===== config.mk =====
export PLATFORM = sky130hd
export DESIGN_NAME = sfq_ctrl
export DESIGN_NICKNAME = d
export VERILOG_FILES = /design/src/rtl/sfq_pkg.sv /design/src/rtl/sfq_ctrl.sv
export SDC_FILE = /design/constraint.sdc
export NUM_CORES = 1
export LEC_CHECK = 0
export BUFFER_PORTS_ARGS = -buffer_cell sky130_fd_sc_hd__buf_4
export CORE_ASPECT_RATIO = 2
export CORE_MARGIN = 2
export CORE_UTILIZATION = 30
export CTS_BUF_LIST = sky130_fd_sc_hd__clkbuf_4 sky130_fd_sc_hd__clkbuf_8 sky130_fd_sc_hd__clkbuf_16
export DETAILED_ROUTE_END_ITERATION = 12
export SLEW_MARGIN = 20
export SYNTH_ARGS = -nofsm -noshare
export SYNTH_HDL_FRONTEND = slang
export SYNTH_SLANG_ARGS = --single-unit

===== constraint.sdc =====
create_clock -name clk -period 6.4 [get_ports clk]
set_input_delay 0.32 -clock clk [delete_from_list [all_inputs] [get_ports clk]]
set_output_delay 0.32 -clock clk [all_outputs]
set_load 0.05 [all_outputs]

===== src/rtl/sfq_pkg.sv =====
package sfq_pkg;

    // Command codes on the request channel
    typedef enum logic [1:0] {
        CMD_EXCHANGE = 2'd0,
        CMD_APPEND   = 2'd1,
        CMD_COMMIT   = 2'd2,
        CMD_NOP      = 2'd3
    } cmd_t;

    // Receive framing states
    typedef enum logic [1:0] {
        RX_IDLE    = 2'd0,
        RX_LEN_HI  = 2'd1,
        RX_LEN_LO  = 2'd2,
        RX_PAYLOAD = 2'd3
    } rx_state_t;

    localparam logic [7:0] FRAME_START  = 8'hFF;
    localparam int         HEADER_BYTES = 3;

    // Per-request result, before the store read data is merged in
    typedef struct packed {
        logic       tx_from_mem;
        logic [7:0] tx_hdr;
        logic       payload_valid;
        logic [7:0] payload_byte;
        logic       payload_last;
        logic       irq_n;
        logic       push_status;
    } step_res_t;

endpackage


===== src/rtl/sfq_ctrl.sv =====
module sfq_ctrl
    import sfq_pkg::*;
#(
    parameter int SLOTS      = 8,
    parameter int SLOT_BYTES = 80,
    parameter int ADDR_W     = $clog2(SLOTS * (SLOT_BYTES - 1))
)
(
    input  logic              clk,
    input  logic              rst_n,
    input  logic              take,
    input  logic [1:0]        cmd,
    input  logic [7:0]        data_byte,
    output logic              mem_wr_en,
    output logic [ADDR_W-1:0] mem_wr_addr,
    output logic [7:0]        mem_wr_data,
    output logic              mem_rd_en,
    output logic [ADDR_W-1:0] mem_rd_addr,
    output step_res_t         res
);

    localparam int PAYLOAD_MAX = SLOT_BYTES - 1;
    localparam int SLOT_W      = $clog2(SLOTS);
    localparam int CNT_W       = $clog2(SLOTS + 1);
    localparam int LEN_W       = $clog2(SLOT_BYTES);
    localparam int POS_W       = $clog2(SLOT_BYTES + 2);

    localparam logic [ADDR_W-1:0] BASE_STEP = ADDR_W'(PAYLOAD_MAX);
    localparam logic [ADDR_W-1:0] BASE_LAST = ADDR_W'((SLOTS - 1) * PAYLOAD_MAX);
    localparam logic [SLOT_W-1:0] SLOT_LAST = SLOT_W'(SLOTS - 1);
    localparam logic [CNT_W-1:0]  CNT_FULL  = CNT_W'(SLOTS);

    rx_state_t         rx_state_reg,  rx_state_next;
    logic [15:0]       rx_length_reg, rx_length_next;
    logic [15:0]       rx_count_reg,  rx_count_next;
    logic [SLOT_W-1:0] head_reg,      head_next;
    logic [SLOT_W-1:0] tail_reg,      tail_next;
    logic [ADDR_W-1:0] head_base_reg, head_base_next;
    logic [ADDR_W-1:0] tail_base_reg, tail_base_next;
    logic [CNT_W-1:0]  queued_reg,    queued_next;
    logic [POS_W-1:0]  tx_pos_reg,    tx_pos_next;
    logic [LEN_W-1:0]  build_len_reg, build_len_next;
    logic              build_drop_reg, build_drop_next;
    logic              attn_reg,      attn_next;

    logic [LEN_W-1:0]  slot_len_reg [SLOTS];
    logic              slot_wr_en;

    logic [LEN_W-1:0]  cur_len;
    logic [15:0]       cur_len16;
    logic [POS_W:0]    pos_inc;
    logic [POS_W:0]    len_end;
    logic [15:0]       rx_len_new;
    logic [15:0]       rx_count_inc;
    logic              queue_full;

    // Control state
    always_ff @(posedge clk or negedge rst_n)
    begin
        if (!rst_n)
        begin
            rx_state_reg   <= RX_IDLE;
            rx_length_reg  <= '0;
            rx_count_reg   <= '0;
            head_reg       <= '0;
            tail_reg       <= '0;
            head_base_reg  <= '0;
            tail_base_reg  <= '0;
            queued_reg     <= '0;
            tx_pos_reg     <= '0;
            build_len_reg  <= '0;
            build_drop_reg <= 1'b0;
            attn_reg       <= 1'b1;
        end
        else
        begin
            rx_state_reg   <= rx_state_next;
            rx_length_reg  <= rx_length_next;
            rx_count_reg   <= rx_count_next;
            head_reg       <= head_next;
            tail_reg       <= tail_next;
            head_base_reg  <= head_base_next;
            tail_base_reg  <= tail_base_next;
            queued_reg     <= queued_next;
            tx_pos_reg     <= tx_pos_next;
            build_len_reg  <= build_len_next;
            build_drop_reg <= build_drop_next;
            attn_reg       <= attn_next;
        end
    end

    // Committed slot lengths, written at tail, read at head
    always_ff @(posedge clk)
    begin
        if (slot_wr_en)
        begin
            slot_len_reg[tail_reg] <= build_len_reg;
        end
    end

    assign cur_len      = slot_len_reg[head_reg];
    assign cur_len16    = 16'(cur_len);
    assign pos_inc      = {1'b0, tx_pos_reg} + (POS_W + 1)'(1);
    assign len_end      = (POS_W + 1)'(cur_len) + (POS_W + 1)'(HEADER_BYTES);
    assign rx_len_new   = {rx_length_reg[15:8], data_byte};
    assign rx_count_inc = rx_count_reg + 16'd1;
    assign queue_full   = (queued_reg == CNT_FULL);

    assign mem_wr_addr = tail_base_reg + ADDR_W'(build_len_reg);
    assign mem_wr_data = data_byte;
    assign mem_rd_addr = head_base_reg + ADDR_W'(tx_pos_reg - POS_W'(HEADER_BYTES));

    // Command decode and next state
    always_comb
    begin
        rx_state_next   = rx_state_reg;
        rx_length_next  = rx_length_reg;
        rx_count_next   = rx_count_reg;
        head_next       = head_reg;
        tail_next       = tail_reg;
        head_base_next  = head_base_reg;
        tail_base_next  = tail_base_reg;
        queued_next     = queued_reg;
        tx_pos_next     = tx_pos_reg;
        build_len_next  = build_len_reg;
        build_drop_next = build_drop_reg;
        attn_next       = attn_reg;
        slot_wr_en      = 1'b0;
        mem_wr_en       = 1'b0;
        mem_rd_en       = 1'b0;
        res             = '0;

        if (take)
        begin
            case (cmd_t'(cmd))
                CMD_EXCHANGE:
                begin
                    // Receive side framing
                    case (rx_state_reg)
                        RX_IDLE:
                        begin
                            if (data_byte == FRAME_START)
                            begin
                                rx_state_next = RX_LEN_HI;
                                rx_count_next = '0;
                            end
                        end
                        RX_LEN_HI:
                        begin
                            rx_length_next = {data_byte, 8'h00};
                            rx_state_next  = RX_LEN_LO;
                        end
                        RX_LEN_LO:
                        begin
                            rx_length_next = rx_len_new;
                            rx_count_next  = '0;
                            // empty frame ends after its header
                            rx_state_next  = (rx_len_new == 16'd0) ? RX_IDLE : RX_PAYLOAD;
                        end
                        RX_PAYLOAD:
                        begin
                            res.payload_valid = 1'b1;
                            res.payload_byte  = data_byte;
                            if (rx_count_inc == rx_length_reg)
                            begin
                                res.payload_last = 1'b1;
                                rx_state_next    = RX_IDLE;
                                rx_count_next    = '0;
                            end
                            else
                            begin
                                rx_count_next = rx_count_inc;
                            end
                        end
                        default:
                        begin
                            rx_state_next = RX_IDLE;
                        end
                    endcase

                    // Transmit side: header bytes here, payload from the store
                    if (queued_reg != '0)
                    begin
                        if (tx_pos_reg == POS_W'(0))
                        begin
                            res.tx_hdr = FRAME_START;
                        end
                        else if (tx_pos_reg == POS_W'(1))
                        begin
                            res.tx_hdr = cur_len16[15:8];
                        end
                        else if (tx_pos_reg == POS_W'(2))
                        begin
                            res.tx_hdr = cur_len16[7:0];
                        end
                        else
                        begin
                            res.tx_from_mem = 1'b1;
                            mem_rd_en       = 1'b1;
                        end

                        if (pos_inc >= len_end)
                        begin
                            tx_pos_next    = '0;
                            head_next      = (head_reg == SLOT_LAST) ? '0
                                                                     : head_reg + SLOT_W'(1);
                            head_base_next = (head_base_reg == BASE_LAST) ? '0
                                                                          : head_base_reg + BASE_STEP;
                            queued_next    = queued_reg - CNT_W'(1);
                            if (queued_reg == CNT_W'(1))
                            begin
                                attn_next = 1'b1;
                            end
                        end
                        else
                        begin
                            tx_pos_next = POS_W'(pos_inc);
                        end
                    end
                end
                CMD_APPEND:
                begin
                    // tail slot is the one on air when full
                    if (queue_full)
                    begin
                        build_drop_next = 1'b1;
                    end
                    else if (build_len_reg < LEN_W'(PAYLOAD_MAX))
                    begin
                        mem_wr_en      = 1'b1;
                        build_len_next = build_len_reg + LEN_W'(1);
                    end
                end
                CMD_COMMIT:
                begin
                    if (queue_full || build_drop_reg)
                    begin
                        res.push_status = 1'b1;
                    end
                    else
                    begin
                        slot_wr_en     = 1'b1;
                        tail_next      = (tail_reg == SLOT_LAST) ? '0 : tail_reg + SLOT_W'(1);
                        tail_base_next = (tail_base_reg == BASE_LAST) ? '0
                                                                      : tail_base_reg + BASE_STEP;
                        queued_next    = queued_reg + CNT_W'(1);
                        attn_next      = 1'b0;
                    end
                    build_len_next  = '0;
                    build_drop_next = 1'b0;
                end
                default:
                begin
                end
            endcase
        end

        res.irq_n = attn_next;
    end

    // Ring bookkeeping
    a_cnt_range: assert property (@(posedge clk) disable iff (!rst_n)
        queued_reg <= CNT_FULL)
        else $error("queued count above slot count");

    a_ring_ptrs: assert property (@(posedge clk) disable iff (!rst_n)
        (head_reg == tail_reg) == (queued_reg == '0 || queued_reg == CNT_FULL))
        else $error("head/tail pointers disagree with queued count");

    a_attn: assert property (@(posedge clk) disable iff (!rst_n)
        attn_reg == (queued_reg == '0))
        else $error("attention level disagrees with queued count");

    a_tx_pos: assert property (@(posedge clk) disable iff (!rst_n)
        (tx_pos_reg != '0) |-> (queued_reg != '0))
        else $error("transmit position advanced with empty queue");

endmodule


==> results.ini, run 1 <==
[worst_setup_path]
cp_top_family=flip-flops
critPathBufInv=1
crit_chain=mux4_2 > mux2i_1 > ha_1 > nor3_1 > xor2_1 > ha_1 > and2_1 > o21ai_0 > o21ai_0 > o21a_1 > a22o_1 > buf_4
worstPathRequired_ns=6.08
critPathLaunchType=flip-flop
critPathMaxStageDelay_ns=0.94
cp-end-kind=output pin
cp_data_arrival_time_ns=4.30
slowest_stage=dfrtp_1
critical_path_class=flip-flop to output pin
cp_max_fo=17

[power]
p_clk_share_pct=20.4
net-switching-power_mw=2.31
pwr-share-seq_pct=29.5
switching_share_pct=47.8
leakagePower_nw=3.98
combPwrFrac_pct=50.2
peakVddDrop_mv=0.533
p_per_area_nw_per_um2=506
internal_power_mw=2.52

[floorplanning]
rows=85
core_um2=26900
die_h_um=238
die_w_um=121
floorplan.initialDensity_pct=30.5
num_io_pins=64
die-area_um2=28800

[run_status]
status=finished, final reports clean

[global_route]
overflow=0
antenna_found_initial=0
grt_max_degree=48
grt_pass1_wl_um=32400
first_global_vias=6163
grt_use_total_pct=14.7

[finish]
n_antenna_cell=0
largest_reg_flops=56
fin_nets=895
drive_gt1_share_pct=18.0
synthToLayoutAreaGrowth_pct=16.4

[route]
top_layer=met4
met2_wirelength_um=11900
drc_errors=0
wl_met3_um=569
avgViaCountPerCell=5.12
antenna_left=0
vias=6113
wire_per_inst_um=17.1
wirelength_um=20500
wl_met1_um=6910
drtIter0Drc=195
first_pass_iters=4

[place]
numPortBuffers=63
dp_hpwl_um=15400
gp_congestion=0.835

[timing]
tns_ns=0
layout_worst_path_cycle_share_pct=72.2
slew_headroom_pct=39.3
finClkSkew_ns=0.00803
hold_ws_ns=0.155
finalMaxSlewViolations=0
finalSetupViolations=0
fmax_mhz=216
rsz0062_at_grt=false
finalHoldViolations=0
period_minus_slack_ns=4.62
tightest_slew_ns=0.903

[cts]
cts_made_buffers=17
cts_buffer_depth=2
cts_tree=done
clk_pin_slew_worst_paths_ns=0.07
clock_latency_ns=0.44
root_buffer=clkbuf_16
clock-sinks=136
cts-htree-levels=4

[synth]
ys_ff_latch=136
seq_area_frac_synth_pct=44.9
syn-cell-area_um2=8200
synth_cells=785
yosysTopAreaCellShare_pct=24.1
syn-num-nets=847
synth_area_leaders=dfrtp_1, edfxtp_1, ha_1
avgSynthCellArea_um2=10.4
synth_top_area_cell=dfrtp_1
synth-edff-count=56
synth_cell_types=78
synth_ff_type=dfrtp_1
async_reset_ff_share_pct=58.8
yosys_warnings=0

[job]
drv_cap=0

[worst_hold_path]
hold_class=input pin to flip-flop

cell type report:
class,count,area (um^2)
clock inverter,15,176
multi-input combinational,582,4190
clock buffer,17,425
tap,348,435
fill,2638,17400
timing repair buffer,72,543
inverter,24,90.1
sequential,136,3680
synthesized netlist by cell type (all sizes together) (8+ instances only):
cell    count
a21o        8
a21oi      20
a22o        8
and2        8
and3       22
buf        24
clkbuf     19
dfrtp      79
edfxtp     56
ha         47
inv        24
mux2i       8
mux4       14
nand2      93
nand2b     20
nand3      16
nand4      18
nor2       45
nor3       13
nor4        8
o21ai      70
xnor2      36
xor2       24
logic make-up (layout without fill, tap and decap cells):
| family | count (synthesis) | after routing | share of synthesized area [%] |
|---|---|---|---|
| xor+xnor | 60 | 60 | 6.50 |
| flops | 136 | 136 | 44.9 |
| buf+inv | 67 | 128 | 4.20 |
| fa+ha+maj | 49 | 49 | 7.66 |
| simple gates | 283 | 283 | 18.2 |
| compound gates | 165 | 165 | 13.3 |
| mux | 25 | 25 | 5.23 |
path summary, 6_finish.rpt:
check                                                 from                            to  slack [ns]  depth (start not counted)
worst max-delay path               head_reg[0]$_DFFE_PN0P_                        res[1]        1.78                         12
worst min-delay path                                cmd[1]    build_drop_reg$_DFFE_PN0P_        0.16                          4
worst max register to register     head_reg[0]$_DFFE_PN0P_       head_reg[2]$_DFFE_PN0P_        2.35                         12
worst min register to register  build_drop_reg$_DFFE_PN0P_    build_drop_reg$_DFFE_PN0P_        0.50                          2
max in group asynchronous                            rst_n  head_base_reg[7]$_DFFE_PN0P_        5.01                          3
min in group asynchronous                            rst_n  rx_length_reg[5]$_DFFE_PN0P_        0.36                          2
placed cells by master, fill, tap and decap left out, types with 6 or more instances in the layout:
cell,count
nand2b_1,20
dfrtp_1,79
xor2_1,23
o21ai_0,66
nor3_1,12
nand4_1,17
mux4_2,14
edfxtp_1,56
nor2_1,44
nor4_1,7
clkbuf_16,17
o31ai_1,7
nand2_1,93
xnor2_1,36
buf_4,71
nand3_1,16
ha_1,47
a21o_1,7
mux2i_1,8
inv_1,24
a21oi_1,20
nor2b_1,6
a31oi_1,6
a31o_2,7
a22o_1,8
and2_1,7
and3_1,20
worst reg2reg max path, stage by stage, from the launching register on:
cell and delay, ns:
dfrtp_1 0.94, mux4_2 0.61, mux2i_1 0.29, ha_1 0.28
nor3_1 0.09, xor2_1 0.17, ha_1 0.29, and2_1 0.16
o21ai_0 0.12, o21ai_0 0.14, o211ai_1 0.20, buf_4 0.28
mux2_2 0.37
repair_timing:
item	CTS	global route
setup buffers	0	0
resized for setup	0	0
hold buffers	1	0
endpoints found under the hold margin	33	0
power by group through the flow:
| stage | Combinational, mW | Sequential (mW) | Clock [mW] |
|---|---|---|---|
| 3_5_place_dp | 2.44 | 1.44 | 0 |
| 5_1_grt | 2.63 | 1.46 | 1.04 |
| 2_1_floorplan | 1.94 | 1.28 | 0 |
| 4_1_cts | 2.45 | 1.42 | 1.01 |
| 3_3_place_gp | 2.41 | 1.43 | 0 |
| 6_report | 2.43 | 1.42 | 0.984 |
per-stage QoR:
stage / cell area (um^2) / setup WS, ns / util [%] / instances / power, mW
after floorplan: 8200 / 2.73 / - / 785 / 3.22
after global placement: 8920 / 2.22 / 33.2 / 1161 / 3.85
after detailed placement: 8920 / 2.18 / 33.2 / 1161 / 3.88
after CTS: 9530 / 1.70 / 35.4 / 1194 / 4.88
after global routing: 9540 / 1.41 / 35.5 / 1194 / 5.13
final: 9540 / 1.78 / 35.5 / 1194 / 4.83
routing by layer:
| layer | global-route usage (%) | vias to the layer above |
|---|---|---|
| li1 | - | 2965 |
| met4 | 9.13 | 0 |
| met5 | 0 | - |
| met1 | 13.6 | 2964 |
| met3 | 2.51 | 54 |
| met2 | 28.6 | 130 |
(Power assumes the default switching activity.)
==> run 2: changes to the inputs <==
Clock period 6.4 ns to 3.7 ns, I/O delays scaled along.
==> run 2 against run 1 <==
  * Via count grew 0.59%
  * Power is 77% higher
  * Wire length grew 2.5%
  * Sequential share of layout area fell by 0.96 points
  * Clock power is 76% higher
  * Final area rose by 2.7%
  * Clock skew is 0.0019 ns higher
  * Combinational power increased by 83%
  * Highest routed layer unchanged
==> results.ini, run 2 (synthesis results as in run 1) <==
[timing]
rsz0062_at_grt=true
period_minus_slack_ns=3.65
setup_ws_ns=0.0520
tightest_slew_ns=0.832
fmax_mhz=274
slew_headroom_pct=44.5
finClkSkew_ns=0.00997
layout_worst_path_cycle_share_pct=98.6
finalMaxSlewViolations=0
finalSetupViolations=0
tns_ns=0
finalHoldViolations=0

[finish]
finalNonFillerCells=1216
mostFrequentLayoutCells=nand2_1, buf_4, dfrtp_1
synthToLayoutAreaGrowth_pct=19.5
drive_gt1_share_pct=21.3
final_common_cell=nand2_1
n_antenna_cell=0
fin_area_um2=9800
largest_reg_flops=56
final_util_pct=36.4
fin_nets=918

[global_route]
grt_max_degree=62
antenna_found_initial=0
overflow=0
grt_use_total_pct=15.2
use_met2_pct=30.2
gr-usage-met1_pct=14.3
grt_pass1_wl_um=33400
use_met3_pct=2.20
first_global_vias=6234
grt.busiest_layer=met2

[worst_setup_path]
critical_path_class=flip-flop to output pin
cp_data_arrival_time_ns=3.46
cp_top_family=simple AND/OR/NAND/NOR gates
critPathBufInv=3
slowest_stage=dfrtp_2
cp_max_fo=8
critPathLaunchType=flip-flop
worstPathRequired_ns=3.51
critPathMaxStageDelay_ns=0.44
crit_chain=clkbuf_16 > buf_12 > mux4_2 > mux2i_4 > or2_4 > or4_1 > ha_1 > or3_1 > o21a_2 > a22o_4 > buf_6
cp-end-kind=output pin

[cts]
cts_buffer_depth=2
root_buffer=clkbuf_16
clk_pin_slew_worst_paths_ns=0.06
cts-htree-levels=4
cts_made_buffers=17
cts_tree=done
clock-sinks=136
clock_latency_ns=0.44

[place]
post_dp_cell_area_um2=9060
gp_congestion=0.825
numPortBuffers=63
placedCellCount=1178
preCtsSetupSlack_ns=0.234
dp_hpwl_um=15700

[worst_hold_path]
hold_class=input pin to flip-flop

[route]
drtIter0Drc=229
vias=6149
wire_per_inst_um=17.2
wirelength_um=21000
drc_errors=0
avgViaCountPerCell=5.06
antenna_left=0
first_pass_iters=4

[floorplanning]
die-area_um2=28800
rows=85
die_w_um=121
die_h_um=238
floorplan.initialDensity_pct=30.5
num_io_pins=64
core_um2=26900

[power]
p_per_area_nw_per_um2=874
peakVddDrop_mv=1.05
leakagePower_nw=4.12

[job]
drv_cap=0

[run_status]
status=finished, final reports clean

==> run 2: cell types whose count changed in the layout (fill, tap and decap cells not counted), moves of 2 or more <==
cell / previous run / this run
clkinv_8: 5 / 0
dfrtp_2: 0 / 5
o21ai_0: 66 / 64
bufinv_16: 0 / 2
mux2i_4: 0 / 3
mux2i_1: 8 / 3
buf_12: 0 / 2
inv_6: 4 / 8
o21ai_1: 3 / 5
dfrtp_1: 79 / 74
mux2i_2: 0 / 2
buf_4: 71 / 90
inv_8: 4 / 1
==> run 2: layer usage <==
| layer | share of wire (%) | vias to the layer above |
|---|---|---|
| li1 | - | 2996 |
| met4 | 3.5 | 0 |
| met5 | 0 | - |
| met2 | 60 | 102 |
| met1 | 35 | 3010 |
| met3 | 2.1 | 41 |
==> run 2: power by group <==
part | internal [mW] | total, mW | switching, mW
sequential | 1.90 | 2.40 | 0.500
clock | 1.01 | 1.73 | 0.720
combinational | 1.70 | 4.44 | 2.74
total | 4.60 | 8.56 | 3.96
==> run 2: what timing repair did <==
item | CTS | global route
buffers inserted | 5 | 0
hold buffers | 1 | 0
endpoints found under the hold margin | 59 | 0
gates resized for setup | 10 | 11
pin swaps | 1 | 1
setup endpoints to repair | 1 | 3
cloned | 0 | 1
==> run 2: final cells by class <==
| class | count | area [um^2] |
|---|---|---|
| fill | 2634 | 17100 |
| multi-input combinational | 582 | 4240 |
| sequential | 136 | 3690 |
| timing repair buffer | 95 | 762 |
| tap | 348 | 435 |
| clock buffer | 17 | 425 |
| clock inverter | 14 | 161 |
| inverter | 24 | 90.1 |
==> run 2: metrics by stage <==
stage | hold WS [ns] | power, mW
after floorplan | -0.111 | 5.57
after global placement | 0.326 | 6.73
after detailed placement | 0.328 | 6.78
after CTS | 0.0195 | 8.60
after global routing | 0.0442 | 9.10
final | 0.0335 | 8.56
==> run 2: worst paths after layout <==
check | from | to | slack (ns) | depth (start not counted)
hold / removal | cmd[0] | build_drop_reg$_DFFE_PN0P_ | 0.03 | 3
hold reg to reg | build_drop_reg$_DFFE_PN0P_ | build_drop_reg$_DFFE_PN0P_ | 0.50 | 2
max in group asynchronous | rst_n | build_len_reg[1]$_DFFE_PN0P_ | 2.47 | 3
setup reg to reg | head_reg[0]$_DFFE_PN0P_ | head_base_reg[6]$_DFFE_PN0P_ | 0.41 | 14
min in group asynchronous | rst_n | rx_length_reg[5]$_DFFE_PN0P_ | 0.36 | 2
setup / recovery | head_reg[0]$_DFFE_PN0P_ | res[1] | 0.05 | 11
==> run 2: tightest hold or removal path, cell delays in order <==
cell,delay [ns]
buf_4,0.11
o21ai_0,0.08
nand2_1,0.05
